==> src/iss_pkg.sv <==
// Shared types and constants for the integer set sorter.
package iss_pkg;

   localparam int unsigned ISS_MAX_ITEMS = 64;
   localparam int unsigned ISS_DATA_W    = 32;

   typedef enum logic {
      ISS_LOAD,
      ISS_DRAIN
   } iss_state_type;

   // Control broadcast to every cell of the chain.
   typedef struct packed {
      logic                          insert;
      logic                          shift;
      logic signed [ISS_DATA_W-1:0]  value;
   } iss_cell_ctl_type;

endpackage

==> src/iss_cell.sv <==
// One cell of the insertion chain: holds one element, inserts or shifts toward the head.
module iss_cell
   import iss_pkg::*;
(
   input  logic                          clock,
   input  iss_cell_ctl_type              ctl,
   input  logic                          occupied,
   input  logic                          prev_before,
   input  logic signed [ISS_DATA_W-1:0]  prev_value,
   input  logic signed [ISS_DATA_W-1:0]  next_value,
   output logic                          precedes,
   output logic signed [ISS_DATA_W-1:0]  value
);

   logic signed [ISS_DATA_W-1:0] value_ff;
   logic signed [ISS_DATA_W-1:0] value_in;

   // Empty cells act as +infinity, so the new element lands before them.
   assign precedes = !occupied || (ctl.value < value_ff);
   assign value    = value_ff;

   always_comb begin
      priority if (ctl.insert && precedes) begin
         // cells past the insertion point take their left neighbor's element
         value_in = prev_before ? prev_value : ctl.value;
      end else if (ctl.shift) begin
         value_in = next_value;
      end else begin
         value_in = value_ff;
      end
   end

   always_ff @(posedge clock) begin
      value_ff <= value_in;
   end

endmodule
==> config.mk <==
export PLATFORM = sky130hd
export DESIGN_NAME = iss_cell
export DESIGN_NICKNAME = d
export VERILOG_FILES = /design/src/iss_pkg.sv /design/src/iss_cell.sv
export SDC_FILE = /design/constraint.sdc
export NUM_CORES = 1
export LEC_CHECK = 0
export ABC_CLOCK_PERIOD_IN_PS = 7600
export BUFFER_PORTS_ARGS = -buffer_cell sky130_fd_sc_hd__buf_2
export CORE_ASPECT_RATIO = 0.7
export CORE_MARGIN = 3
export CORE_UTILIZATION = 32
export DETAILED_ROUTE_END_ITERATION = 7
export PLACE_DENSITY = 0.68
export SLEW_MARGIN = 15
export SYNTH_ARGS = -nofsm -noshare
export SYNTH_HDL_FRONTEND = slang
export SYNTH_SLANG_ARGS = --single-unit
export TNS_END_PERCENT = 30
==> constraint.sdc <==
create_clock -name clock -period 7.6 [get_ports clock]
set_input_delay 1.52 -clock clock [delete_from_list [all_inputs] [get_ports clock]]
set_output_delay 1.52 -clock clock [all_outputs]
set_load 0.1 [all_outputs]
==> results of run 1 <==
## per-layer routing
layer / up-vias / part of all wire / track usage
met1: 966 / 0.49 / 0.186
met5: - / 0 / 0
met3: 2 / 0.065 / 0.0434
met2: 78 / 0.44 / 0.218
li1: 1093 / - / -
met4: 0 / 0.0028 / 0.0234
## report_power, final
group	internal (mW)	leakage (nW)	switching [mW]
Sequential	0.235	0.323	0.0150
Combinational	0.134	1.44	0.329
Clock	0.120	0.0655	0.0686
Total	0.489	1.83	0.413
## logic make-up (layout without fill, tap and decap cells)
kind of cell,after synthesis,after routing
mux,64,64
flops,32,32
compound gates,29,29
buf+inv,43,178
fa+ha+maj,31,31
simple gates,24,24
## path summary, 6_finish.rpt
kind,slack (ns),end,cells past startpoint
max,2.46,precedes,8
min reg2reg,1.59,value[26]$_DFFE_PP_,7
min,1.55,value[30]$_DFFE_PP_,2
max reg2reg,4.40,value[31]$_DFFE_PP_,9
## worst max-delay path: stages
cell and delay, ns:
buf_2 0.10, ha_1 0.28, a21oi_1 0.14, o21ai_0 0.17, a221oi_2 0.41, nand2_1 0.11, o311ai_0 0.38, buf_2 0.50
## layout make-up
cell class | count | area, um^2
Timing Repair Buffer | 134 | 673
Sequential cell | 32 | 961
Fill cell | 765 | 4480
Inverter | 36 | 135
Multi-Input combinational cell | 148 | 1610
Tap cell | 116 | 145
Clock buffer | 7 | 133
Clock inverter | 1 | 3.75
## synthesized netlist by cell type, drive strengths merged
| library cell | n | area [um^2] |
|---|---|---|
| a21o | 2 | 15.0 |
| nand3b | 1 | 7.51 |
| and3 | 1 | 7.51 |
| a2111oi | 2 | 37.5 |
| nand2 | 10 | 37.5 |
| a211o | 1 | 8.76 |
| nand2b | 2 | 20.0 |
| nand4 | 4 | 25.0 |
| nand4bb | 1 | 16.3 |
| o31a | 1 | 17.5 |
| mux2 | 64 | 830 |
| a31oi | 1 | 6.26 |
| nor2 | 2 | 7.51 |
| edfxtp | 32 | 961 |
| clkbuf | 4 | 15.0 |
| nor4 | 1 | 12.5 |
| o21a | 1 | 7.51 |
| buf | 3 | 60.1 |
| o211ai | 1 | 7.51 |
| or2 | 1 | 6.26 |
| o21ai | 4 | 20.0 |
| ha | 31 | 388 |
| o311ai | 1 | 8.76 |
| a221oi | 1 | 15.0 |
| and4 | 1 | 8.76 |
| inv | 36 | 135 |
| o22ai | 1 | 6.26 |
| a21oi | 11 | 55.1 |
| o221ai | 2 | 35.0 |
## per-stage QoR
| stage | hold slack, ns | utilization | instance area (um^2) | std cells | worst slack (ns) |
|---|---|---|---|---|---|
| 6_report | 1.55 | 0.449 | 3660 | 474 | 2.46 |
| 5_1_grt | 1.54 | 0.449 | 3660 | 474 | 2.27 |
| 4_1_cts | 1.54 | 0.449 | 3660 | 474 | 2.43 |
| 3_5_place_dp | 1.59 | 0.432 | 3520 | 466 | 2.43 |
| 3_3_place_gp | 1.56 | 0.432 | 3520 | 466 | 2.45 |
| 2_1_floorplan | 1.74 | - | 2780 | 223 | 0.0191 |
==> summary.txt, run 1 <==
Outcome
  – Status: finished clean

Clocking
  – CTS tree: yes
  – Setup Fix Bufs, Post-CTS: 0
  – TritonCTS Sinks: 32
  – CTS Root Cell: clkbuf_16
  – Clk buf depth: 2
  – CTS Buf Count: 5
  – Clk_lat worst skew: between 0.2 and 0.3 ns
  – H-tree depth: 2
  – # resized after CTS: 0
  – Worst-path clk slew: roughly 0.05 ns
  – # hold bufs at CTS: 0

Synthesis
  – Post-Synth Simple-Gate Area: 0.0536
  – Synth Area per Inst: 12.5 um^2
  – Post-synthesis xor/xnor area fraction: 0
  – Post-Syn Area: between 2000 and 3000 um^2
  – Distinct cell type count after synthesis: 33
  – Post-Synth Adder-Cell Area: 0.140
  – Mux cell area share after synthesis: 0.299
  – Register area share after synthesis: 0.346
  – Mapped Cells: 223
  – Largest family of logic cells by synthesized area: multiplexers
  – Post-Syn Nets: about 360
  – Compound-Gate Fraction of Synth Area: 0.0865
  – Synth Warn #: 0
  – Synth Register Bits: 32

Place
  – GPL Wtd Cong: between 0.7 and 0.8
  – Count of buffers from port buffering: between 100 and 150
  – DPL Wire Length: between 5000 and 6000 um

Final layout
  – Fin nets: ~490
  – Commonest non-fill, non-tap cell in the layout: buf_2
  – Layout area overhead: 31.7%
  – Most frequent cells in the layout: 133 x buf_2, 36 x inv_1, 35 x mux2_2
  – # diodes: 0
  – Max FFs per register: 32
  – Share of cells above drive strength 1: 0.592

Pwr
  – Total design power: about 900 uW
  – Leakage: about 1.8 nW
  – PD cells: 247 nW/um^2
  – VDD IR max: 113 uV

Timing
  – Worst-case clock skew: 0.00383 ns
  – Max-slew violation count: 0
  – Fin crit share: 0.676
  – Fin Setup TNS: 0 ns
  – Crit path time final: 5.14 ns
  – Worst-margin pin slew: 0.801 ns
  – RSZ-0062 raised after global routing: no
  – Final setup vio count: 0
  – Slew headroom: 0.466
  – F_max: 0.195 GHz
  – Hold Violations, Final: 0

Route
  – Routed vias: roughly 2100
  – Per-cell routed wire length: between 10 and 15 um
  – DR iter-0 viols: 47
  – Routed WL: between 6000 and 7000 um
  – # DRC: 0
  – Vias per Instance: 4.51
  – Final ANT Viol Nets: 0
  – Pre-Repair DR Iteration Count: 4

Critical path
  – CP Launch Type: primary input
  – Worst Path Required: 6.08 ns
  – CP startpoint: ctl[17]
  – Endpoint class of the critical path: output pin
  – R2R Path Start: value[31]$_DFFE_PP_
  – Worst EP arrival: ~3.6 ns
  – Critical path class: primary input to output pin
  – Critical path peak fanout: 3

Global routing
  – Grt ovf: 0
  – Number of global-route vias before repair: between 2000 and 2500
  – Antenna violations before repair: 0
  – Largest net degree at the start of global routing: 33
  – Global-route wire length before repair: 11000 um
  – Gr usage total: 0.137

Min path
  – Hold Path Class: primary input to flip-flop
  – Hold Crit Start: next_value[30]

Floorplanning
  – Core Footprint: about 8100 um^2
  – Die ar.: 9850 um^2
  – Die W: 117 um
  – IO Pins: ~130
  – Die height: around 84 um
  – Cell Rows: 27
  – Effective utilization at floorplan: 0.341

Flow run
  – Maximum capacitance violations: 0
(Power assumes the default switching activity.)
==> inputs of run 2 (changes only) <==
ABC_CLOCK_PERIOD_IN_PS = 4200   (was 7600)
PLACE_DENSITY = 0.7   (was 0.68)
clock period = 4.2 ns   (was 7.6 ns; I/O delays follow)
==> summary.txt, run 2 (synthesis gave the netlist of run 1 again) <==
Outcome
  – Status: finished clean

Final layout
  – Fin area: 3670 um^2 (+0.48%)
  – Final instance count without filler cells: 474 (unchanged)
  – Share of cells above drive strength 1: 0.595 (+0.00279)
  – Max FFs per register: 32 (unchanged)
  – Layout area overhead: 32.3%
  – Commonest non-fill, non-tap cell in the layout: buf_2
  – # diodes: 0 (unchanged)
  – Fin nets: 489 (unchanged)
  – Most frequent cells in the layout: 133 x buf_2, 36 x inv_1, 35 x mux2_2

Critical path
  – Endpoint class of the critical path: output pin
  – Worst Path Required: 3.36 ns (-2.72 ns)
  – CP Launch Type: primary input
  – Worst EP arrival: 3.02 ns (-0.60 ns)
  – Critical path class: primary input to output pin
  – Critical path peak fanout: 5 (+2)

Floorplanning
  – IO Pins: 134 (unchanged)
  – Core Footprint: 8140 um^2 (unchanged)
  – Effective utilization at floorplan: 0.341 (unchanged)
  – Die height: 84.0 um (unchanged)
  – Die ar.: 9850 um^2 (unchanged)
  – Cell Rows: 27 (unchanged)
  – Die W: 117 um (unchanged)

Timing
  – Worst-margin pin slew: 0.799 ns (-0.00178 ns)
  – Worst-case clock skew: 0.00396 ns (+0.000131 ns)
  – Fin crit share: 0.920
  – Hold Violations, Final: 0 (unchanged)
  – Fin Setup TNS: 0 ns (unchanged)
  – RSZ-0062 raised after global routing: no
  – Slew headroom: 0.467 (+0.00119)
  – Max-slew violation count: 0 (unchanged)
  – Final setup vio count: 0 (unchanged)
  – Crit path time final: between 3 and 4 ns
  – Hold WS: 0.866 ns (-0.682 ns)
  – F_max: approximately 0.26 GHz

Pwr
  – P_sw: 753 uW (+83%)
  – VDD IR max: 169 uV (+49%)
  – Internal power: 888 uW (+82%)
  – PD cells: 447 nW/um^2 (+81%)
  – Sw Share: 0.459 (+0.00136)
  – Sequential share of power: 0.274 (-0.003)
  – Clock share of power: 0.210 (about the same)
  – Gate power share: 0.515 (+0.002)
  – Leakage: 1.83 nW (+0.17%)

Clocking
  – CTS Root Cell: clkbuf_16
  – # hold bufs at CTS: 0 (unchanged)
  – CTS Buf Count: 5 (unchanged)
  – CTS tree: yes
  – TritonCTS Sinks: 32 (unchanged)
  – # resized after CTS: 0 (unchanged)
  – Setup Fix Bufs, Post-CTS: 0 (unchanged)
  – Worst-path clk slew: 0.05 ns (about the same)
  – H-tree depth: 2 (unchanged)
  – Clk_lat worst skew: 0.27 ns (about the same)
  – Clk buf depth: 2 (unchanged)

Place
  – GPL Wtd Cong: 0.768 (+6.9%)
  – Post-placement cell count: 466 (unchanged)
  – DPL Wire Length: 5670 um (+3.5%)
  – Post-DP Area: 3540 um^2 (+0.50%)
  – Count of buffers from port buffering: 133 (unchanged)

Route
  – Per-cell routed wire length: 14.7 um (+2.9%)
  – Final ANT Viol Nets: 0 (unchanged)
  – Vias per Instance: 4.58 (+1.6%)
  – Routed WL: 6950 um (+2.9%)
  – DR iter-0 viols: 56 (+19%)
  – Routed vias: 2173 (+1.6%)
  – # DRC: 0 (unchanged)
  – Pre-Repair DR Iteration Count: 4 (unchanged)

Flow run
  – Maximum capacitance violations: 0 (unchanged)

Global routing
  – Grt ovf: 0 (unchanged)
  – Gr usage total: 0.140 (+0.00311)
  – Global-route wire length before repair: 11200 um (+1.5%)
  – Number of global-route vias before repair: 2316 (+1.2%)
  – Largest net degree at the start of global routing: 33 (unchanged)
  – Antenna violations before repair: 0 (unchanged)

Min path
  – Hold Path Class: primary input to flip-flop
run 2: cell types whose count changed in the layout (fill, tap and decap cells not counted):
cell / previous run / this run
o311ai_4: 0 / 1
o311ai_0: 1 / 0
run 2: path summary, 6_finish.rpt:
check,depth (start not counted),from,slack (ns),endpoint
worst min-delay path,2,next_value[27],0.87,value[27]$_DFFE_PP_
worst min register to register,7,value[31]$_DFFE_PP_,1.63,value[24]$_DFFE_PP_
worst max register to register,9,value[31]$_DFFE_PP_,0.86,value[1]$_DFFE_PP_
worst max-delay path,9,ctl[31],0.34,precedes
run 2: metrics by stage:
stage,setup WS [ns],power (mW),utilization
floorplan,0.345,1.16,-
global placement,0.376,1.29,0.435
detailed placement,0.290,1.31,0.435
CTS,0.312,1.66,0.451
global route,0.191,1.73,0.451
finish,0.338,1.64,0.451
run 2: worst max-delay path, cell delays in order:
cell      delay [ns]
buf_2           0.11
ha_1            0.36
nand4_1         0.20
nor4_2          0.50
a221oi_2        0.17
nand2_1         0.18
nand2b_1        0.11
o311ai_4        0.09
buf_2           0.47
run 2: layout make-up:
type / count / area [um^2]
Clock inverter: 1 / 3.75
Sequential cell: 32 / 961
Inverter: 36 / 135
Multi-Input combinational cell: 148 / 1620
Fill cell: 779 / 4470
Clock buffer: 7 / 133
Tap cell: 116 / 145
Timing Repair Buffer: 134 / 673
run 2: power groups by stage:
stage,logic (mW),clock network [mW],registers [mW]
floorplan,0.325,0,0.835
global placement,0.836,0,0.455
detailed placement,0.851,0,0.457
CTS,0.853,0.359,0.451
global route,0.900,0.371,0.458
finish,0.846,0.345,0.451
run 2: per-layer routing:
metal | global-route usage | routed length (um)
met3 | 0.0400 | 467
met5 | 0 | 0
met2 | 0.232 | 3130
met1 | 0.183 | 3300
met4 | 0.0288 | 48
==> inputs of run 3 (changes only) <==
CTS_BUF_LIST = sky130_fd_sc_hd__clkbuf_8   (was not set)
==> summary.txt, run 3 (synthesis gave the netlist of run 1 again) <==
Route
  – Routed WL: 6940 um (about the same)
  – Pre-Repair DR Iteration Count: 5 (+1)
  – Routed vias: 2170 (-0.14%)
  – Per-cell routed wire length: 14.6 um (about the same)
  – Vias per Instance: 4.58 (-0.14%)
  – # DRC: 0 (unchanged)
  – DR iter-0 viols: 53 (-5.4%)
  – Final ANT Viol Nets: 0 (unchanged)

Final layout
  – Most frequent cells in the layout: 133 x buf_2, 38 x inv_1, 35 x mux2_2
  – Commonest non-fill, non-tap cell in the layout: buf_2
  – Filler cells: 786 (+0.90%)
  – Fin area: 3620 um^2 (-1.5%)
  – Max FFs per register: 32 (unchanged)
  – # diodes: 0 (unchanged)
  – Layout area overhead: 30.3%
  – Share of cells above drive strength 1: 0.595 (unchanged)
  – Fin nets: 489 (unchanged)

Timing
  – Fin Setup TNS: 0 ns (unchanged)
  – Slew headroom: 0.471 (+0.00421)
  – Final setup vio count: 0 (unchanged)
  – Max-slew violation count: 0 (unchanged)
  – Worst-case clock skew: 0.00771 ns (+0.00375 ns)
  – Hold Violations, Final: 0 (unchanged)
  – Worst-margin pin slew: 0.793 ns (-0.00631 ns)
  – Fin crit share: 0.920 (about the same)
  – RSZ-0062 raised after global routing: no
  – Crit path time final: 3.86 ns (+0.000330 ns)
  – F_max: 0.259 GHz (about the same)

Critical path
  – Critical path class: primary input to output pin
  – CP startpoint: ctl[31]
  – R2R Path Start: value[31]$_DFFE_PP_
  – Flop2flop setup slack: 0.86 ns (about the same)
  – Critical path peak fanout: 5 (unchanged)
  – Worst Path Required: 3.36 ns (about the same)
  – Worst EP arrival: 3.02 ns (about the same)
  – Endpoint class of the critical path: output pin
  – CP Launch Type: primary input

Global routing
  – Largest net degree at the start of global routing: 33 (unchanged)
  – Global-route wire length before repair: 11200 um (about the same)
  – Grt ovf: 0 (unchanged)
  – Gr usage total: 0.140 (unchanged)
  – Antenna violations before repair: 0 (unchanged)
  – Number of global-route vias before repair: 2315 (-0.043%)

Pwr
  – Leakage: 1.81 nW (-0.95%)
  – Sequential share of power: 0.295 (+0.021)
  – VDD IR max: 152 uV (-10%)
  – P_sw: 742 uW (-1.5%)
  – Gate power share: 0.555 (+0.040)
  – Clock share of power: 0.149 (-0.061)
  – Internal power: 780 uW (-12%)
  – Sw Share: 0.487 (+0.0285)
  – PD cells: 421 nW/um^2 (-5.8%)

Clocking
  – # resized after CTS: 0 (unchanged)
  – Worst-path clk slew: 0.07 ns (+0.02 ns)
  – CTS Buf Count: 5 (unchanged)
  – Clk buf depth: 2 (unchanged)
  – Setup Fix Bufs, Post-CTS: 0 (unchanged)
  – CTS tree: yes
  – CTS Root Cell: clkbuf_8
  – # hold bufs at CTS: 0 (unchanged)
  – H-tree depth: 2 (unchanged)
  – Clk_lat worst skew: 0.28 ns (about the same)
  – TritonCTS Sinks: 32 (unchanged)

Flow run
  – Maximum capacitance violations: 0 (unchanged)

Place
  – DPL Wire Length: 5670 um (unchanged)
  – Count of buffers from port buffering: 133 (unchanged)
  – GPL Wtd Cong: 0.768 (unchanged)
  – Post-DP Area: 3540 um^2 (unchanged)

Floorplanning
  – Effective utilization at floorplan: 0.341 (unchanged)
  – Core Footprint: 8140 um^2 (unchanged)
  – Cell Rows: 27 (unchanged)
  – Die height: 84.0 um (unchanged)
  – IO Pins: 134 (unchanged)
  – Die ar.: 9850 um^2 (unchanged)
  – Die W: 117 um (unchanged)

Outcome
  – Status: finished clean

Min path
  – Hold Path Class: primary input to flip-flop
  – Hold Crit Start: next_value[27]
-- run 3: cell count changes in the layout (fill, tap and decap cells not counted), sizes merged --
cell,before,now
clkbuf,7,5
inv,36,38
-- run 3: per-layer routing --
metal,wire length [um],vias to the layer above,track usage,share of wire
met2,3120,75,0.232,0.45
met1,3320,1003,0.183,0.48
li1,-,1087,-,-
met4,47,0,0.0288,0.0068
met5,0,-,0,0
met3,456,5,0.0400,0.066
-- run 3: path summary, 6_finish.rpt --
| path | end | cells past startpoint |
|---|---|---|
| max reg2reg | value[1]$_DFFE_PP_ | 9 |
| min reg2reg | value[24]$_DFFE_PP_ | 7 |
| max | precedes | 9 |
| min | value[27]$_DFFE_PP_ | 2 |
-- run 3: area by class of cell --
cell class              count  area, um^2  share of cell area
multi-input cells         148        1620               0.449
flip-flops and latches     32         961               0.266
repair buffers            134         673               0.186
well taps                 116         145              0.0401
inverters                  36         135              0.0373
clock buffers               5        68.8              0.0190
clock inverters             3        11.3             0.00311
-- run 3: critical path: stages --
cell and delay, ns:
buf_2 0.11, ha_1 0.36, nand4_1 0.20, nor4_2 0.50, a221oi_2 0.17, nand2_1 0.18
nand2b_1 0.11, o311ai_4 0.09, buf_2 0.47
-- run 3: stage by stage --
step                      total power [mW]  hold slack [ns]  setup WS [ns]  utilization  std cells
after floorplan                       1.16             1.06          0.345            -        223
after global placement                1.29             1.14          0.376        0.435        466
after detailed placement              1.31             1.14          0.290        0.435        466
after CTS                             1.54            0.844          0.312        0.444        474
after global routing                  1.61            0.836          0.191        0.444        474
final                                 1.52            0.857          0.337        0.444        474
-- run 3: power by group through the flow --
stage               combinational, mW  clock, mW  sequential (mW)
floorplan                       0.325          0            0.835
global placement                0.836          0            0.455
detailed placement              0.851          0            0.457
CTS                             0.853      0.239            0.450
global route                    0.900      0.252            0.457
finish                          0.845      0.227            0.450
